**config.mk**
```make
export PLATFORM = sky130hd
export DESIGN_NAME = pitc_mul
export DESIGN_NICKNAME = d
export VERILOG_FILES = /design/src/rtl/pi_throttle_controller_assert.svh /design/src/rtl/pitc_pkg.sv /design/src/rtl/pitc_mul.sv
export SDC_FILE = /design/constraint.sdc
export NUM_CORES = 2
export LEC_CHECK = 0
export ABC_CLOCK_PERIOD_IN_PS = 16800
export BUFFER_PORTS_ARGS = -buffer_cell sky130_fd_sc_hd__clkbuf_2
export CAP_MARGIN = 20
export CORE_AREA = 2 2 265 267
export CTS_BUF_LIST = sky130_fd_sc_hd__clkbuf_2 sky130_fd_sc_hd__clkbuf_4 sky130_fd_sc_hd__clkbuf_8
export CTS_CLUSTER_DIAMETER = 50
export DETAILED_ROUTE_END_ITERATION = 6
export DIE_AREA = 0 0 267 269
export HOLD_SLACK_MARGIN = 0.02
export PLACE_DENSITY = 0.6
export SKIP_CTS_REPAIR_TIMING = 1
export SLEW_MARGIN = 20
export SYNTH_ARGS = -nofsm -noshare
export SYNTH_HDL_FRONTEND = slang
export SYNTH_SLANG_ARGS = --single-unit
```
**constraint.sdc**
```tcl
create_clock -name clk -period 16.8 [get_ports clk]
set_input_delay 3.36 -clock clk [delete_from_list [all_inputs] [get_ports clk]]
set_output_delay 3.36 -clock clk [all_outputs]
set_load 0.005 [all_outputs]
```
**src/rtl/pi_throttle_controller_assert.svh**
```systemverilog
// Assertion macros shared by the throttle controller RTL.
// Included by files that carry concurrent checks; depends on nothing.
`ifndef PI_THROTTLE_CONTROLLER_ASSERT_SVH
`define PI_THROTTLE_CONTROLLER_ASSERT_SVH

// Same-cycle implication, disabled during reset.
`define PITC_ASSERT_IMP(label, clk, rst, ante, cons, msg) \
  label: assert property (@(posedge clk) disable iff (rst) (ante) |-> (cons)) \
    else $error(msg);

// Next-cycle implication, disabled during reset.
`define PITC_ASSERT_NXT(label, clk, rst, ante, cons, msg) \
  label: assert property (@(posedge clk) disable iff (rst) (ante) |=> (cons)) \
    else $error(msg);

`endif

```
**src/rtl/pitc_pkg.sv**
```systemverilog
// Package for the PI throttle controller: command and register codes,
// field widths and operand types. Depends on nothing.
package pitc_pkg;

  localparam int CmdW   = 2;
  localparam int EnergyW = 32;
  localparam int TimeW  = 32;
  localparam int ThrW   = 17;
  localparam int GainW  = 24;
  localparam int LimW   = 31;
  localparam int IdxW   = 3;
  localparam int CfgW   = 32;
  localparam int DtW    = 17;

  localparam int MulAW  = 33;
  localparam int MulBW  = 25;
  localparam int MulPW  = MulAW + MulBW;
  localparam int QShift = 16;

  localparam logic [CmdW-1:0] CMD_SET_REF  = 2'd0;
  localparam logic [CmdW-1:0] CMD_SET_MEAS = 2'd1;
  localparam logic [CmdW-1:0] CMD_TICK     = 2'd2;

  localparam logic [IdxW-1:0] REG_PROP_GAIN     = 3'd0;
  localparam logic [IdxW-1:0] REG_INTEGRAL_GAIN = 3'd1;
  localparam logic [IdxW-1:0] REG_CEILING       = 3'd2;
  localparam logic [IdxW-1:0] REG_FLOOR         = 3'd3;
  localparam logic [IdxW-1:0] REG_FEEDFORWARD   = 3'd4;
  localparam logic [IdxW-1:0] REG_INTEGRAL_LIM  = 3'd5;

  localparam logic signed [EnergyW-1:0] STOP_CODE  = -32'sd65536;
  localparam logic [TimeW-1:0]          ONE_SECOND = 32'd65536;

  typedef logic signed [MulAW-1:0] mul_a_t;
  typedef logic signed [MulBW-1:0] mul_b_t;
  typedef logic signed [MulPW-1:0] mul_p_t;

endpackage

```
**src/rtl/pitc_mul.sv**
```systemverilog
// Shared signed multiplier of the PI throttle controller, product registered.
// Depends on pitc_pkg.
module pitc_mul (
  input  logic             clk,
  input  logic             en,
  input  pitc_pkg::mul_a_t a,
  input  pitc_pkg::mul_b_t b,
  output pitc_pkg::mul_p_t p
);
  import pitc_pkg::*;

  always_ff @(posedge clk) begin
    if (en) begin
      p <= MulPW'(a) * MulPW'(b);
    end
  end

endmodule

```
Yosys cells after proc, flatten, opt, wreduce, memory -nomap -nowiden

Index checks and enable logic that the tools add are counted.

Word-level logic and storage cells: 2
Output and inout port bits: 58
Register bits after elaboration: 58
Bits of input ports: 60

$mul: 1

Operators with widths:

| operator                     | number |
|---|---|
| multiplier 33 x 25 -> 58 bit | 1 |

Logic depth before layout (Yosys ltp)

Word-level depth: 1
Depth in mapped cells: 27

Worst setup path before layout

No wires, ideal clock.

Path type: input to register
From: in a[32]
To: reg p[57], data pin
Arrival: 9.612 ns
Required time: 16.520 ns
Setup slack: 6.907 ns
Stages: 21
Path through: clkbuf_1 nand2_1 inv_1 fa_1 fa_1 inv_1 fa_1 inv_1 fa_1 fa_1 fa_1 fa_1 ha_1 clkbuf_8 a21o_1 a21o_1 a21o_1 a21o_1 and3_1 a21oi_1 o211ai_1

Cells in the longest elaborated chain, start to end: 1

Ends and longest elaborated chain:

| what                         | line           | text |
|---|---|---|
| from (decl)                  | pitc_mul.sv:6  | `input pitc_pkg::mul_a_t a,` |
| multiplier 33 x 25 -> 58 bit | pitc_mul.sv:14 | `p <= MulPW'(a) * MulPW'(b);` |
| to (signal assigned)         | pitc_mul.sv:14 |  |
| to (decl)                    | pitc_mul.sv:8  | `output pitc_pkg::mul_p_t p` |

No other way between the ends.
A chain may end at the register's enable or synchronous reset.

Worst setup path in the final report

From: in b[24]
To: reg p[57], data pin

Cells in the longest elaborated chain, start to end: 1

Ends and longest elaborated chain:

| what                         | line           | text |
|---|---|---|
| from (decl)                  | pitc_mul.sv:7  | `input pitc_pkg::mul_b_t b,` |
| multiplier 33 x 25 -> 58 bit | pitc_mul.sv:14 |  |

No other way between the ends.

==> run metrics <==
status=finished clean; fin nets=4,245; largest registers=p x58; first-pass GRT wire length=131,700 um; Hold Crit Class=input port to register; worst-margin pin slew=1.069 ns; Row Count=97; IO Count=118; # DRC=0; Data required, critical path=16.91 ns; ANT cells=0; CTS tree=done; Worst setup EP type=register; CTS Root Cell=clkbuf_8; asr flop ratio synth=0%; GRT overflow=0; Syn Inst Count=3,208; critical setup path kind=input port to register; P&R area growth vs syn=4.503%; FF+latch count, synth=58; WL/cell=19.62 um; layout cell share with drive strength beyond 1=4.889%; endpoints failing setup=0; Slew HR=28.30%; max-cap viol count=0; largest net degree at the start of global routing=59; Syn Std Cell Area=30,780 um^2; Routed Antenna Nets=0; Distinct cells, synth=60; Die Area=71,820 um^2; Post-Syn Area per Cell=9.596 um^2; Worst Setup SP=b[24]; commonest cells after routing, fill and taps aside=842 x fa_1, 785 x inv_1, 416 x nand2_1, 409 x and2_1, 157 x ha_1; Pre-antenna DRT Iters=6; Core ar.=69,300 um^2; number of global-route vias before repair=23,710; Post-synth top flop=edfxtp_1; fmax=91.02 MHz; Setup Total Neg Slack=0 ns; RSZ-0062 raised after global routing=false; Inst Count DP=4,115; via count=21,184; commonest non-fill, non-tap cell in the layout=fa_1; Longest Clk Path Bufs=2; sequential area share after synthesis=5.658%; fin area=32,170 um^2; Max Slew Vio Count=0; Largest Register=p; Critical Path Fanout Max=26; drt total wl=81,060 um; H-tree levels=3; fin crit period=10.99 ns; placer congestion estimate=0.8547; chip width=267 um; CTS buffer count=9; All-Layer GR Usage=24.16%; via/cell ratio=5.128; die height=269 um; Worst Path Arrival=11.09 ns; startpoint types=input port; initial core utilization=44.42%; syn nets=4,267; dpl hpwl=64,460 um; number of synthesized flops with an enable pin=58; Cell Area, Placed=31,950 um^2; clock slew at reported path FFs=0.08 ns; min-delay src=en; TritonCTS Sinks=58; Hold Violations, Final=0; count of input and output buffers=117; final std cells w/o fill=4,131; Initial DRC Count=1,035; Ys Warns=0; Final period util=65.40%; initial antenna violation count=1; Largest register FFs=58
-- routing by layer --
layer | vias to the layer above | part of all wire (%) | track usage, %
met5 | - | 0.016 | 0
met1 | 11243 | 39 | 29.67
met2 | 558 | 52 | 43.32
met4 | 2 | 4.5 | 9.809
met3 | 156 | 4.2 | 2.849
li1 | 9225 | - | -
-- Yosys cell counts, drive strengths merged, types with 2 or more instances --
library cell	count	share of area, %
edfxtp	58	5.7
o31ai	3	0.12
a31o	2	0.057
nor4	3	0.061
and2	410	8.3
and3	8	0.16
xnor2	44	1.3
inv	785	9.6
a21o	36	0.89
buf	5	0.11
ha	157	6.4
nand4	15	0.30
o2111ai	2	0.057
a21oi	51	0.83
fa	842	55
a31oi	12	0.31
o21ai	32	0.57
nor3	6	0.098
o21a	6	0.17
o211ai	9	0.25
nand3	16	0.26
a21boi	2	0.049
a211oi	9	0.24
xor2	15	0.43
nor2b	5	0.10
o21bai	15	0.37
nand2	416	5.1
clkbuf	153	2.0
or3	2	0.041
nor3b	3	0.073
nor2	57	0.70
nand2b	11	0.22
o211a	2	0.065
a311oi	2	0.057
a211o	3	0.085
a221oi	2	0.057
-- path summary, 6_finish.rpt --
path  endpoint  slack [ns]  cells after the start
max      p[57]        5.81                     22
min      p[56]        3.67                      2
-- final cells by class --
cell class | count | area, um^2
fillers | 6776 | 37130
multi-input cells | 2206 | 25440
inverters | 786 | 2950
flip-flops and latches | 58 | 1742
well taps | 940 | 1176
repair buffers | 125 | 645.6
clock buffers | 9 | 123.9
clock inverters | 7 | 92.59
-- stage by stage --
step                      hold WS, ns  setup WS (ns)  util (%)
after CTS                       3.663          5.917     46.42
after global placement          3.759          5.594     46.11
after detailed placement        3.757          5.490     46.11
after global routing            3.699          5.387     46.42
final                           3.667          5.814     46.42
after floorplan                 3.473          6.908         -
-- cell families after synthesis --
| group | synth area share, % |
|---|---|
| flops | 5.658 |
| simple gates | 15.49 |
| buf+inv | 11.70 |
| fa+ha+maj | 61.14 |
| compound gates | 4.341 |
| xor+xnor | 1.679 |
-- critical path, stage by stage --
cell and delay (ns):
clkbuf_2 0.31, clkinv_1 0.92, nor2_1 0.38, fa_1 0.48, fa_1 0.51, fa_1 0.43
fa_1 0.52, fa_1 0.45, fa_1 0.50, inv_1 0.05, fa_1 0.47, inv_1 0.04
ha_1 0.37, a21o_1 0.22, a21o_1 0.17, a21oi_1 0.25, nor3b_1 0.32, nand4_1 0.13
o21ai_1 0.41, o221ai_1 0.33, a21oi_1 0.31, o211ai_1 0.13
Power is left out: the tool's default activity adds up to more than one toggle a clock period on the data nets, which glitch-free logic cannot reach.
